### src/rtl/polyline_nearest_segment_search_top_assert.svh
// assertion macros used by the polyline search sequencer
`ifndef POLYLINE_NEAREST_SEGMENT_SEARCH_TOP_ASSERT_SVH
`define POLYLINE_NEAREST_SEGMENT_SEARCH_TOP_ASSERT_SVH

// same-cycle implication, disabled during reset
`define PNSS_ASSERT_NOW(lbl, ante, cons) \
    lbl: assert property (@(posedge clk) disable iff (!rst_n) (ante) |-> (cons)) \
        else $error("pnss assertion failed");

// next-cycle implication, disabled during reset
`define PNSS_ASSERT_NEXT(lbl, ante, cons) \
    lbl: assert property (@(posedge clk) disable iff (!rst_n) (ante) |=> (cons)) \
        else $error("pnss assertion failed");

`endif

### src/rtl/pnss_pkg.sv
// types and constants of the polyline nearest segment search block
package pnss_pkg;

    localparam logic [1:0] MODE_ADD   = 2'd0;
    localparam logic [1:0] MODE_QUERY = 2'd1;
    localparam logic [1:0] MODE_CLEAR = 2'd2;

    localparam int DIV_STEPS  = 16;
    localparam int SQRT_STEPS = 26;
    localparam int MAC_LAST   = 3;

    localparam logic [47:0] SPACING_SQ_RESET = 48'd65536;

    typedef struct packed {
        logic        [1:0]  mode;
        logic signed [23:0] coord_x;
        logic signed [23:0] coord_y;
        logic signed [23:0] coord_z;
    } req_t;

    typedef struct packed {
        logic               accepted;
        logic               found;
        logic        [9:0]  nearest_segment;
        logic signed [23:0] start_x;
        logic signed [23:0] start_y;
        logic signed [23:0] start_z;
        logic        [31:0] path_length;
        logic        [10:0] point_count;
    } rsp_t;

    typedef enum logic [3:0] {
        DP_NOP, DP_CAPTURE, DP_RD_LAST, DP_RD_FIRST, DP_LOAD_E, DP_LOAD_A, DP_LOAD_SEG,
        DP_MAC, DP_CLASSIFY, DP_DIV, DP_SQRT_INIT, DP_SQRT, DP_APPEND, DP_CMP_NEXT,
        DP_CLEAR, DP_OUT
    } dp_op_t;

    typedef enum logic [1:0] {
        SEL_DD, SEL_WD, SEL_DT, SEL_CQ
    } mul_sel_t;

    typedef struct packed {
        dp_op_t     op;
        mul_sel_t   sel;
        logic [4:0] step;
        logic       res_acc;
        logic       res_found;
    } cmd_t;

    typedef struct packed {
        logic [1:0] mode;
        logic       full;
        logic       cnt_zero;
        logic       cnt_ge2;
        logic       too_near;
        logic       end_point;
        logic       more;
    } status_t;

endpackage

### src/rtl/pnss_ctrl.sv
// sequencer for add, query and clear items
`include "polyline_nearest_segment_search_top_assert.svh"

module pnss_ctrl (
    input  logic              clk,
    input  logic              rst_n,
    input  logic              req_valid,
    output logic              req_ready,
    output logic              rsp_valid,
    input  logic              rsp_ready,
    input  pnss_pkg::status_t status,
    output pnss_pkg::cmd_t    cmd
);

    typedef enum logic [19:0] {
        ST_IDLE   = 20'h00001,
        ST_DEC    = 20'h00002,
        ST_A_LD   = 20'h00004,
        ST_A_SQ   = 20'h00008,
        ST_A_CMP  = 20'h00010,
        ST_A_SQRT = 20'h00020,
        ST_A_WR   = 20'h00040,
        ST_Q_RD1  = 20'h00080,
        ST_Q_LDB  = 20'h00100,
        ST_Q_DD   = 20'h00200,
        ST_Q_WD   = 20'h00400,
        ST_Q_CLS  = 20'h00800,
        ST_Q_DIV  = 20'h01000,
        ST_Q_DT   = 20'h02000,
        ST_Q_DIST = 20'h04000,
        ST_Q_CMP  = 20'h08000,
        ST_FIN    = 20'h10000,
        ST_SPARE0 = 20'h20000,
        ST_SPARE1 = 20'h40000,
        ST_SPARE2 = 20'h80000
    } state_t;

    state_t     state_reg, state_next;
    logic [4:0] step_reg, step_next;
    logic       acc_flag_reg, acc_flag_next;
    logic       found_flag_reg, found_flag_next;
    logic       out_valid_reg, out_valid_next;

    assign req_ready = (state_reg == ST_IDLE);
    assign rsp_valid = out_valid_reg;

    always_comb
    begin
        state_next      = state_reg;
        step_next       = step_reg;
        acc_flag_next   = acc_flag_reg;
        found_flag_next = found_flag_reg;
        out_valid_next  = out_valid_reg && !rsp_ready;
        cmd.op          = pnss_pkg::DP_NOP;
        cmd.sel         = pnss_pkg::SEL_DD;
        cmd.step        = step_reg;
        cmd.res_acc     = acc_flag_reg;
        cmd.res_found   = found_flag_reg;
        case (state_reg)
            ST_IDLE:
            begin
                if (req_valid)
                begin
                    cmd.op          = pnss_pkg::DP_CAPTURE;
                    acc_flag_next   = 1'b0;
                    found_flag_next = 1'b0;
                    state_next      = ST_DEC;
                end
            end
            ST_DEC:
            begin
                case (status.mode)
                    pnss_pkg::MODE_ADD:
                    begin
                        if (status.full)
                            state_next = ST_FIN;
                        else if (status.cnt_zero)
                            state_next = ST_A_WR;
                        else
                        begin
                            cmd.op     = pnss_pkg::DP_RD_LAST;
                            state_next = ST_A_LD;
                        end
                    end
                    pnss_pkg::MODE_QUERY:
                    begin
                        if (status.cnt_ge2)
                        begin
                            cmd.op     = pnss_pkg::DP_RD_FIRST;
                            state_next = ST_Q_RD1;
                        end
                        else
                            state_next = ST_FIN;
                    end
                    pnss_pkg::MODE_CLEAR:
                    begin
                        cmd.op     = pnss_pkg::DP_CLEAR;
                        state_next = ST_FIN;
                    end
                    default:
                        state_next = ST_FIN;
                endcase
            end
            ST_A_LD:
            begin
                cmd.op     = pnss_pkg::DP_LOAD_E;
                step_next  = '0;
                state_next = ST_A_SQ;
            end
            ST_A_SQ:
            begin
                cmd.op  = pnss_pkg::DP_MAC;
                cmd.sel = pnss_pkg::SEL_DD;
                if (step_reg == 5'(pnss_pkg::MAC_LAST))
                begin
                    step_next  = '0;
                    state_next = ST_A_CMP;
                end
                else
                    step_next = step_reg + 5'd1;
            end
            ST_A_CMP:
            begin
                if (status.too_near)
                    state_next = ST_FIN;
                else
                begin
                    cmd.op     = pnss_pkg::DP_SQRT_INIT;
                    step_next  = '0;
                    state_next = ST_A_SQRT;
                end
            end
            ST_A_SQRT:
            begin
                cmd.op = pnss_pkg::DP_SQRT;
                if (step_reg == 5'(pnss_pkg::SQRT_STEPS - 1))
                begin
                    step_next  = '0;
                    state_next = ST_A_WR;
                end
                else
                    step_next = step_reg + 5'd1;
            end
            ST_A_WR:
            begin
                cmd.op        = pnss_pkg::DP_APPEND;
                acc_flag_next = 1'b1;
                state_next    = ST_FIN;
            end
            ST_Q_RD1:
            begin
                cmd.op     = pnss_pkg::DP_LOAD_A;
                state_next = ST_Q_LDB;
            end
            ST_Q_LDB:
            begin
                cmd.op     = pnss_pkg::DP_LOAD_SEG;
                step_next  = '0;
                state_next = ST_Q_DD;
            end
            ST_Q_DD, ST_Q_WD, ST_Q_DT, ST_Q_DIST:
            begin
                cmd.op = pnss_pkg::DP_MAC;
                case (state_reg)
                    ST_Q_DD:   cmd.sel = pnss_pkg::SEL_DD;
                    ST_Q_WD:   cmd.sel = pnss_pkg::SEL_WD;
                    ST_Q_DT:   cmd.sel = pnss_pkg::SEL_DT;
                    default:   cmd.sel = pnss_pkg::SEL_CQ;
                endcase
                if (step_reg == 5'(pnss_pkg::MAC_LAST))
                begin
                    step_next = '0;
                    case (state_reg)
                        ST_Q_DD:   state_next = ST_Q_WD;
                        ST_Q_WD:   state_next = ST_Q_CLS;
                        ST_Q_DT:   state_next = ST_Q_DIST;
                        default:   state_next = ST_Q_CMP;
                    endcase
                end
                else
                    step_next = step_reg + 5'd1;
            end
            ST_Q_CLS:
            begin
                cmd.op     = pnss_pkg::DP_CLASSIFY;
                step_next  = '0;
                state_next = status.end_point ? ST_Q_DIST : ST_Q_DIV;
            end
            ST_Q_DIV:
            begin
                cmd.op = pnss_pkg::DP_DIV;
                if (step_reg == 5'(pnss_pkg::DIV_STEPS - 1))
                begin
                    step_next  = '0;
                    state_next = ST_Q_DT;
                end
                else
                    step_next = step_reg + 5'd1;
            end
            ST_Q_CMP:
            begin
                cmd.op = pnss_pkg::DP_CMP_NEXT;
                if (!status.more)
                begin
                    found_flag_next = 1'b1;
                    state_next      = ST_FIN;
                end
                else
                    state_next = ST_Q_LDB;
            end
            ST_FIN:
            begin
                if (!out_valid_reg || rsp_ready)
                begin
                    cmd.op         = pnss_pkg::DP_OUT;
                    out_valid_next = 1'b1;
                    state_next     = ST_IDLE;
                end
            end
            default:
                state_next = ST_IDLE;
        endcase
    end

    always_ff @(posedge clk or negedge rst_n)
    begin
        if (!rst_n)
        begin
            state_reg      <= ST_IDLE;
            step_reg       <= '0;
            acc_flag_reg   <= 1'b0;
            found_flag_reg <= 1'b0;
            out_valid_reg  <= 1'b0;
        end
        else
        begin
            state_reg      <= state_next;
            step_reg       <= step_next;
            acc_flag_reg   <= acc_flag_next;
            found_flag_reg <= found_flag_next;
            out_valid_reg  <= out_valid_next;
        end
    end

    `PNSS_ASSERT_NEXT(a_accept_decodes, req_valid && req_ready, state_reg == ST_DEC)
    `PNSS_ASSERT_NEXT(a_stall_holds, state_reg == ST_FIN && out_valid_reg && !rsp_ready, state_reg == ST_FIN && out_valid_reg)
    `PNSS_ASSERT_NEXT(a_div_length, state_reg == ST_Q_DIV && step_reg == 5'(pnss_pkg::DIV_STEPS - 1), state_reg == ST_Q_DT)
    `PNSS_ASSERT_NEXT(a_result_shown, state_reg == ST_FIN && (!out_valid_reg || rsp_ready), out_valid_reg && state_reg == ST_IDLE)

endmodule

### config.mk
export PLATFORM = sky130hd
export DESIGN_NAME = pnss_ctrl
export DESIGN_NICKNAME = d
export VERILOG_FILES = /design/src/rtl/pnss_pkg.sv /design/src/rtl/pnss_ctrl.sv
export VERILOG_INCLUDE_DIRS = /design/src /design/src/rtl
export SDC_FILE = /design/constraint.sdc
export NUM_CORES = 1
export LEC_CHECK = 0
export BUFFER_PORTS_ARGS = -buffer_cell sky130_fd_sc_hd__buf_2
export CORE_MARGIN = 2
export CORE_UTILIZATION = 42
export DETAILED_ROUTE_END_ITERATION = 6
export GPL_TIMING_DRIVEN = 1
export HOLD_SLACK_MARGIN = 0.02
export PLACE_DENSITY = 0.69
export SYNTH_ARGS = -nofsm -noshare
export SYNTH_HDL_FRONTEND = slang
export SYNTH_SLANG_ARGS = --single-unit
### constraint.sdc
create_clock -name clk -period 3.15 [get_ports clk]
set_clock_uncertainty 0.1 [all_clocks]
set_input_delay 0.315 -clock clk [delete_from_list [all_inputs] [get_ports clk]]
set_output_delay 0.315 -clock clk [all_outputs]
set_load 0.05 [all_outputs]
==> results of run 1 <==
## logic make-up (layout without fill, tap and decap cells)
logic type | Yosys count | count (layout)
flops | 25 | 25
mux | 3 | 3
buf+inv | 19 | 53
fa+ha+maj | 4 | 4
compound gates | 30 | 30
xor+xnor | 3 | 3
simple gates | 121 | 121
## layout make-up
class	instances	area [µm²]
fill	394	1890
multi-input combinational	161	1110
sequential	25	631
timing repair buffer	40	255
tap	50	62.6
clock buffer	4	45.0
inverter	9	33.8
## worst register-to-register path: cells and delay by family, from the launching register on
kind	cells	cell delay, ns
flip-flops	1	0.60
AND/OR/NAND/NOR	5	1.87
AO/OA/AOI/OAI	1	0.27
## per-stage QoR
stage | hold slack [ns] | power, mW | util
floorplan | -0.0806 | 0.820 | -
global placement | 0.242 | 0.975 | 0.498
detailed placement | 0.254 | 0.980 | 0.498
finish | 0.116 | 1.22 | 0.531
CTS | 0.118 | 1.18 | 0.514
global route | 0.113 | 1.29 | 0.531
## per-layer routing
metal | up-vias | wire [µm]
met1 | 855 | 2220
met3 | 9 | 375
met4 | 0 | 90
met2 | 81 | 2350
met5 | - | 0
li1 | 849 | -
## placed cells by master, fill, tap and decap left out, types with 3 or more instances in the layout
| cell type | Yosys | routed |
|---|---|---|
| or4_1 | 7 | 5 |
| a21oi_1 | 4 | 4 |
| nor4_1 | 9 | 5 |
| nand2b_1 | 4 | 4 |
| nand4_1 | 9 | 9 |
| o21a_1 | 3 | 3 |
| nor4_2 | 0 | 4 |
| o21ai_0 | 6 | 6 |
| nand2_1 | 13 | 13 |
| nor2_1 | 21 | 21 |
| nor3_1 | 12 | 12 |
| nor4b_1 | 5 | 4 |
| and4_1 | 5 | 5 |
| dfrtp_1 | 24 | 21 |
| inv_1 | 9 | 9 |
| nor2b_1 | 3 | 3 |
| or4b_2 | 3 | 3 |
| nand3_1 | 9 | 9 |
| nand4b_1 | 7 | 7 |
| ha_1 | 4 | 4 |
| buf_4 | 2 | 15 |
| clkbuf_8 | 0 | 3 |
| or4_4 | 1 | 3 |
| mux2_4 | 3 | 3 |
| a21o_1 | 3 | 3 |
| buf_2 | 2 | 22 |
| dfrtp_2 | 0 | 3 |
## cells in the mapped netlist (6+ instances only)
master     n
clkbuf_1   6
dfrtp_1   24
inv_1      9
nand2_1   13
nand3_1    9
nand4_1    9
nand4b_1   7
nor2_1    21
nor3_1    12
nor4_1     9
o21ai_0    6
or4_1      7
## final timing paths
kind | start | endpoint | cells past startpoint
min reg2reg | found_flag_reg | found_flag_reg | 2
max reg2reg | state_reg[0] | state_reg[0] | 6
min in group asynchronous | rst_n | state_reg[10] | 2
max in group asynchronous | rst_n | state_reg[8] | 2
max | state_reg[9] | cmd[12] | 9
min | status[4] | state_reg[2] | 2
## repair_timing
item | in CTS | in global routing
pin swaps | 0 | 1
endpoints found under the setup margin | 1 | 4
endpoints found under the hold margin | 24 | 0
hold buffers | 1 | 0
gates resized for setup | 2 | 18
setup buffers | 0 | 2
## where the power goes
part	leakage [nW]	internal (mW)	switching [mW]	total, mW
clock	0.0228	0.0908	0.108	0.199
combinational	0.700	0.208	0.404	0.612
sequential	0.330	0.359	0.0505	0.409
==> key figures, run 1 <==
Outcome
  – Outcome: finished clean

Detailed routing
  – WL/cell: 17.4 µm
  – DRT iter0 DRCs: 114
  – Vias per inst: 6.21
  – DRC violations left: 0
  – Post-DRT Antenna Nets: 0
  – DRT Pass-1 Iters: 4
  – WL final: roughly 5000 µm
  – DR vias: between 1,500 and 2,000

Synth
  – Synth Register Bits: 25
  – Synth Area in Simple Gates: 0.415
  – Leading register cell type out of synthesis: dfrtp_1
  – XOR/XNOR Fraction of Synth Area: 0.0148
  – Top cells by area, synth: dfrtp_1 (34%), nor2_1 (4.4%), nand4b_1 (3.4%)
  – Post-Synth Adder-Cell Area: 0.0281
  – Syn Std Cell Area: 1780 µm²
  – Largest family of logic cells by synthesized area: simple AND/OR/NAND/NOR gates
  – Post-Syn Nets: 221
  – Post-Synthesis Cells: 205
  – Share of the synthesized area in the top cell type: 0.337
  – Mux cell area share after synthesis: 0.0253
  – Synthesized area per cell: 8.69 µm²
  – Synth unique cells: 47
  – Synth Area in Compound Gates: 0.119
  – Yosys top cell by area: dfrtp_1
  – Yosys warnings: 0
  – Ys async rst share: 1.00
  – Register area share after synthesis: 0.352
  – Post-synth EDFFs: 0

Power and ir drop
  – Static Leak: 1.05 nW
  – Cell Pwr Density: 570 nW/µm²
  – Peak supply drop: approximately 0.36 mV

Timing
  – RSZ-0062 raised after global routing: no
  – F_max: 326 MHz
  – Slew Limit Fails: 0
  – Min Tclk post-route: 3.07 ns
  – Setup TNS: 0 ns
  – Worst slew margin: 0.422
  – Worst-Margin Slew: around 0.86 ns
  – Final number of setup-violating endpoints: 0
  – Fin crit share: 0.973
  – Final worst slack: 0.0848 ns
  – Fin. Hold Viols: 0

Global route
  – Met1 Usage GRT: 0.306
  – All-Layer GR Usage: 0.210
  – GR Layer Usage met3: 0.0234
  – Antenna violations before repair: 0
  – Layer with the highest usage: met2
  – Global route overflow: 0
  – Pin count of the biggest net entering global routing: 26
  – Met2 Use GR: 0.333
  – First-pass GRT wire length: approximately 8000 µm
  – Number of global-route vias before repair: about 1,600

Floorplanning
  – Die ar.: 4780 µm²
  – # rows: 23
  – Die Span X: 69.1 µm
  – Placeable Area: 4030 µm²
  – Die Span Y: 69.1 µm
  – Ports: 27
  – Initial Util: 0.442

Layout
  – Share of layout cells above drive strength 1: 0.285
  – Number of flip-flops in the largest register: 17
  – Finished Cell Area: approximately 2100 µm²
  – Area growth from synthesis to layout: 20.2%
  – Fin cells: 289
  – Antenna cells: 0
  – Fin nets: 256

Hold path
  – Hold crit path type: in2reg

Clocking
  – Clock Pin Slew Worst Setup and Hold Paths: 0.09 ns
  – CTS sink cnt: 25
  – Clk root buf: clkbuf_8
  – CTS Buf Count: 3
  – CTS H-tree depth: 1
  – TritonCTS clock tree: yes
  – CTS Buffer Depth: 2
  – Worst skew pair latency: 0.28 ns

Place
  – Placed Area: 2010 µm²
  – Final HPWL DP: 3730 µm
  – Cells after DPL: 282
  – Dpl ws: 0.281 ns
  – I/O Buffers: 26
  – RD Place Congestion: 0.970

Critical path
  – CP Data Required Time: approximately 2.7 ns
  – Crit path cell chain: or4_1 > buf_4 > nor4_2 > buf_4 > nand4b_1 > nand3_1 > a21oi_1 > or4b_2 > buf_4
  – Top fanout value on the critical path: 7
  – Family with the most delay on the worst path: simple AND/OR/NAND/NOR gates
  – CP arrival: 2.65 ns
  – Critical path class: reg2out
  – Crit path buf inv count: 3
  – CP dominant cell by count: buf_4
  – Slowest-stage cell, CP: or4_1
  – CP max stage delay: 0.56 ns
  – Nature of the critical path endpoint: output port
  – Startpoint class of the critical path: flop
  – Reg-to-reg slack, setup: 0.26 ns

Run
  – Total of max-cap violations: 0
No activity file was read; power rests on OpenSTA's default activity.
==> run 2, diff against run 1 <==
- GPL_TIMING_DRIVEN: 1 -> 0
==> run 2 against run 1 <==
Compared with the run above:
- hold slack improved by 0.0043 ns
- fmax decreased by 0.15%
- register-to-register slack got worse by 0.03 ns
- combinational power increased by 5.2%
- global-route usage decreased by 1.3 points
- sequential cell count unchanged
- die area unchanged
- final cell count decreased by 0.69%
- largest cell class unchanged
==> key figures, run 2 (same netlist as run 1, synthesis figures left out) <==
Outcome
  – Outcome: finished clean

Clocking
  – TritonCTS clock tree: yes
  – CTS Buf Count: 3
  – Clock Pin Slew Worst Setup and Hold Paths: 0.09 ns
  – CTS sink cnt: 25
  – Clk root buf: clkbuf_8
  – CTS Buffer Depth: 2
  – CTS H-tree depth: 1
  – Worst skew pair latency: ~0.27 ns

Global route
  – Number of global-route vias before repair: 1,621
  – Global route overflow: 0
  – Pin count of the biggest net entering global routing: 26
  – All-Layer GR Usage: 0.197
  – Antenna violations before repair: 0
  – First-pass GRT wire length: 7700 µm

Timing
  – Fin. Hold Viols: 0
  – Min Tclk post-route: slightly above 3 ns
  – F_max: 326 MHz
  – Final number of setup-violating endpoints: 0
  – Worst-Margin Slew: a little over 1 ns
  – Fin crit share: 0.975
  – Worst slew margin: 0.307
  – Slew Limit Fails: 0

Layout
  – Area growth from synthesis to layout: 21.8%
  – Share of layout cells above drive strength 1: 0.316
  – Final Core Density: 0.538
  – # fillers: 399
  – Sequential cell area: 633 µm²
  – Area of the multi-input gates: around 1200 µm²
  – Commonest non-fill, non-tap cell in the layout: buf_2
  – Most frequent cells in the layout: buf_2 (23), nor2_1 (21), dfrtp_1 (19)
  – Number of flip-flops in the largest register: 17
  – Fin nets: 254
  – Antenna cells: 0

Detailed routing
  – DRT iter0 DRCs: around 140
  – WL final: 4900 µm
  – DR vias: about 1,800
  – DRC violations left: 0
  – DRT Pass-1 Iters: 5
  – Post-DRT Antenna Nets: 0
  – WL/cell: 17.1 µm
  – Vias per inst: 6.26

Hold path
  – Beginning of the worst hold path: status[4]
  – Hold Path Sink: state_reg[2]
  – Worst hold path depth: 2
  – Hold crit path type: in2reg

Critical path
  – Register-to-Register Path Depth: 6
  – Reg-to-reg slack, setup: between 0.2 and 0.25 ns
  – CP arrival: approximately 2.7 ns
  – Nature of the critical path endpoint: output port
  – Critical path class: reg2out
  – CP Data Required Time: around 2.7 ns
  – Critical R2R Launch: state_reg[15]
  – Top fanout value on the critical path: 7
  – Startpoint class of the critical path: flop
  – Critical R2R Capture: state_reg[14]

Floorplanning
  – Die ar.: 4780 µm²
  – # rows: 23
  – Placeable Area: a little over 4000 µm²
  – Initial Util: 0.442
  – Die Span X: a little under 70 µm
  – Die Span Y: approximately 70 µm
  – Ports: 27

Place
  – RD Place Congestion: just under 1
  – Final HPWL DP: roughly 3500 µm
  – I/O Buffers: 26

Run
  – Total of max-cap violations: 0

Power and ir drop
  – Logic pwr share: 0.518
  – Sequential share of power: 0.326
  – Net Sw Power: 0.570 mW
  – Clk pwr share: 0.157
  – Cell Pwr Density: approximately 570 nW/µm²
  – Pint: 0.674 mW
  – Sw Share: 0.458
  – Power, Total: approximately 1.2 mW
  – Peak supply drop: 0.386 mV
  – Static Leak: 1.05 nW
-- run 2: timing repair --
action | 4_1_cts | 5_1_grt
pin swaps | 2 | 4
resized for setup | 15 | 15
endpoints found under the hold margin | 24 | 0
hold buffers | 1 | 0
setup endpoints to repair | 5 | 4
buffers inserted | 3 | 4
-- run 2: worst max-delay path: stages, from the launching register on --
cell and delay, ns:
dfrtp_1 0.43, or4_4 0.61, nor4_1 0.46, nand4_1 0.34
nand2_1 0.17, or4b_2 0.13, buf_2 0.25
-- run 2: power by group through the flow --
stage | clock (mW) | combinational, mW | sequential [mW]
floorplan | 0 | 0.357 | 0.462
global placement | 0 | 0.545 | 0.409
detailed placement | 0 | 0.547 | 0.409
CTS | 0.198 | 0.592 | 0.404
global route | 0.213 | 0.689 | 0.413
finish | 0.195 | 0.644 | 0.405
-- run 2: worst max path at each step --
| stage | start | endpoint | slack [ns] | cells past startpoint |
|---|---|---|---|---|
| finish | state_reg[4] | cmd[12] | 0.08 | 6 |
| floorplan | state_reg[13] | cmd[11] | 0.25 | 8 |
| global placement | state_reg[14] | cmd[12] | -0.22 | 9 |
| global route | state_reg[4] | cmd[12] | -0.04 | 6 |
| CTS | state_reg[4] | cmd[9] | 0.007 | 7 |
| detailed placement | state_reg[13] | cmd[12] | -0.23 | 9 |
-- run 2: per-layer routing --
metal | wire length, µm | global-route usage | share of wire | vias up
met5 | 0 | 0 | 0 | -
met4 | 76 | 0.0458 | 0.016 | 0
met3 | 430 | 0.0249 | 0.088 | 11
met2 | 2220 | 0.307 | 0.45 | 91
met1 | 2180 | 0.291 | 0.44 | 846
li1 | - | - | - | 849
-- run 2: final cells by class --
cell class | count | share of cell area
Sequential cell | 25 | 0.292
Clock inverter | 1 | 0.00231
Inverter | 9 | 0.0156
Clock buffer | 3 | 0.0190
Timing Repair Buffer | 34 | 0.0975
Multi-Input combinational cell | 161 | 0.532
Tap cell | 50 | 0.0289
Buffer | 4 | 0.0127
-- run 2: stage by stage --
stage,setup TNS (ns),instances,worst slack (ns),instance area (µm²),hold WS (ns)
2_1_floorplan,0,205,0.246,1780,-0.0806
6_report,0,287,0.0803,2170,0.120
3_5_place_dp,-0.374,281,-0.229,1970,0.248
3_3_place_gp,-0.342,281,-0.218,1970,0.239
4_1_cts,0,286,0.00689,2100,0.124
5_1_grt,-0.0567,287,-0.0439,2170,0.130
==> run 3, diff against run 2 <==
- CORE_MARGIN: 2 -> 5
==> run 3 against run 2 <==
Compared with the run above:
- final cell count increased by 1.0%
- fmax increased by 0.17%
- hold slack got worse by 0.0021 ns
- via count decreased by 2.0%
- critical path type unchanged
- count of clock-buffer cells in the layout unchanged
- routed wire length increased by 4.4%
- sequential power about the same
==> key figures, run 3 (same netlist as run 1, synthesis figures left out) <==
Outcome
  – Outcome: finished clean

Floorplanning
  – Initial Util: 0.439
  – Die Span X: ~75 µm
  – Ports: 27
  – Die ar.: 5640 µm²
  – Placeable Area: 4060 µm²
  – # rows: 23
  – Die Span Y: 75.1 µm

Critical path
  – Startpoint class of the critical path: flop
  – Critical R2R Capture: state_reg[14]
  – CP Data Required Time: 2.73 ns
  – Reg-to-reg slack, setup: 0.25 ns
  – Critical path class: reg2out
  – CP arrival: 2.65 ns
  – Critical R2R Launch: state_reg[14]
  – Top fanout value on the critical path: 8
  – Nature of the critical path endpoint: output port
  – Register-to-Register Path Depth: 6

Timing
  – Final number of setup-violating endpoints: 0
  – Final worst slack: between 0.08 and 0.09 ns
  – Worst slew margin: 0.384
  – F_max: 326 MHz
  – Worst-Margin Slew: 0.916 ns
  – Min Tclk post-route: around 3 ns
  – Fin. Hold Viols: 0
  – Fin crit share: 0.973
  – Setup TNS: 0 ns
  – Slew Limit Fails: 0

Global route
  – Antenna violations before repair: 0
  – Pin count of the biggest net entering global routing: 26
  – Global route overflow: 0
  – All-Layer GR Usage: 0.186
  – Number of global-route vias before repair: approximately 1,600
  – First-pass GRT wire length: 7980 µm

Power and ir drop
  – Cell Pwr Density: 559 nW/µm²
  – Static Leak: 1.07 nW
  – Peak supply drop: 0.547 mV

Detailed routing
  – DRC violations left: 0
  – Vias per inst: 6.07
  – Post-DRT Antenna Nets: 0
  – DRT iter0 DRCs: 98
  – WL final: roughly 5100 µm
  – WL/cell: 17.6 µm
  – DRT Pass-1 Iters: 4
  – DR vias: 1,761

Hold path
  – Beginning of the worst hold path: status[4]
  – Hold Path Sink: state_reg[2]
  – Hold crit path type: in2reg
  – Worst hold path depth: 2

Layout
  – Antenna cells: 0
  – # fillers: 382
  – Number of flip-flops in the largest register: 17
  – Fin nets: roughly 260
  – Final Core Density: 0.542
  – Commonest non-fill, non-tap cell in the layout: buf_2
  – Share of layout cells above drive strength 1: 0.325
  – Most frequent cells in the layout: buf_2 (23), nor2_1 (21), dfrtp_1 (19)
  – Area growth from synthesis to layout: 23.5%

Clocking
  – Clock Pin Slew Worst Setup and Hold Paths: 0.09 ns
  – Worst skew pair latency: 0.27 ns
  – CTS H-tree depth: 1
  – CTS Buffer Depth: 2
  – TritonCTS clock tree: yes
  – CTS Buf Count: 3
  – Clk root buf: clkbuf_8
  – CTS sink cnt: 25

Place
  – I/O Buffers: 26
  – Final HPWL DP: approximately 3600 µm
  – RD Place Congestion: 0.890
  – Dpl ws: -0.187 ns

Run
  – Total of max-cap violations: 0
run 3: critical path, cell delays in order (launching register included):
cell and delay (ns):
dfrtp_2 0.48, or4_4 0.55, or4_4 0.59, a2bb2o_4 0.25, a21oi_1 0.05, nand4b_1 0.15, or4_1 0.15, buf_6 0.16
run 3: metal layers:
| metal | track usage | vias up | wire, µm |
|---|---|---|---|
| li1 | - | 853 | - |
| met5 | 0 | - | 0 |
| met3 | 0.0280 | 10 | 320 |
| met1 | 0.265 | 821 | 2300 |
| met4 | 0.0395 | 0 | 67 |
| met2 | 0.298 | 77 | 2430 |
run 3: power by group:
part,internal [mW],switching (mW),total [mW]
combinational,0.207,0.420,0.627
clock,0.0886,0.107,0.195
sequential,0.359,0.0481,0.407
run 3: worst max-delay path by stage:
stage                              from      end  slack [ns]  depth (start not counted)
after floorplan           state_reg[13]  cmd[11]        0.25                          8
after detailed placement  state_reg[14]  cmd[12]       -0.19                          9
after CTS                  state_reg[3]  cmd[11]      -0.004                          8
after global placement    state_reg[13]  cmd[12]       -0.21                          9
final                     state_reg[14]   cmd[9]        0.09                          7
after global routing      state_reg[13]  cmd[11]      -0.001                          7
run 3: what timing repair did:
action                                 in CTS  in global routing
hold buffers                                1                  0
endpoints found under the hold margin      24                  0
resized for setup                          12                 19
pin swaps                                   2                  4
setup endpoints to repair                   5                  8
setup buffers                               4                  5
run 3: final cells by class:
| class | instances | area, µm² | area share |
|---|---|---|---|
| multi-input combinational | 161 | 1160 | 0.530 |
| sequential | 25 | 633 | 0.288 |
| timing repair buffer | 36 | 223 | 0.101 |
| tap | 50 | 62.6 | 0.0285 |
| clock buffer | 3 | 41.3 | 0.0188 |
| buffer | 5 | 35.0 | 0.0159 |
| inverter | 9 | 33.8 | 0.0154 |
| clock inverter | 1 | 5.00 | 0.00228 |
run 3: metrics by stage:
| stage | hold WS (ns) | cells | area [µm²] | power (mW) |
|---|---|---|---|---|
| 3_3_place_gp | 0.239 | 281 | 1970 | 0.953 |
| 4_1_cts | 0.115 | 287 | 2090 | 1.18 |
| 6_report | 0.118 | 290 | 2200 | 1.23 |
| 3_5_place_dp | 0.246 | 281 | 1970 | 0.958 |
| 2_1_floorplan | -0.0806 | 205 | 1780 | 0.820 |
| 5_1_grt | 0.117 | 290 | 2200 | 1.31 |
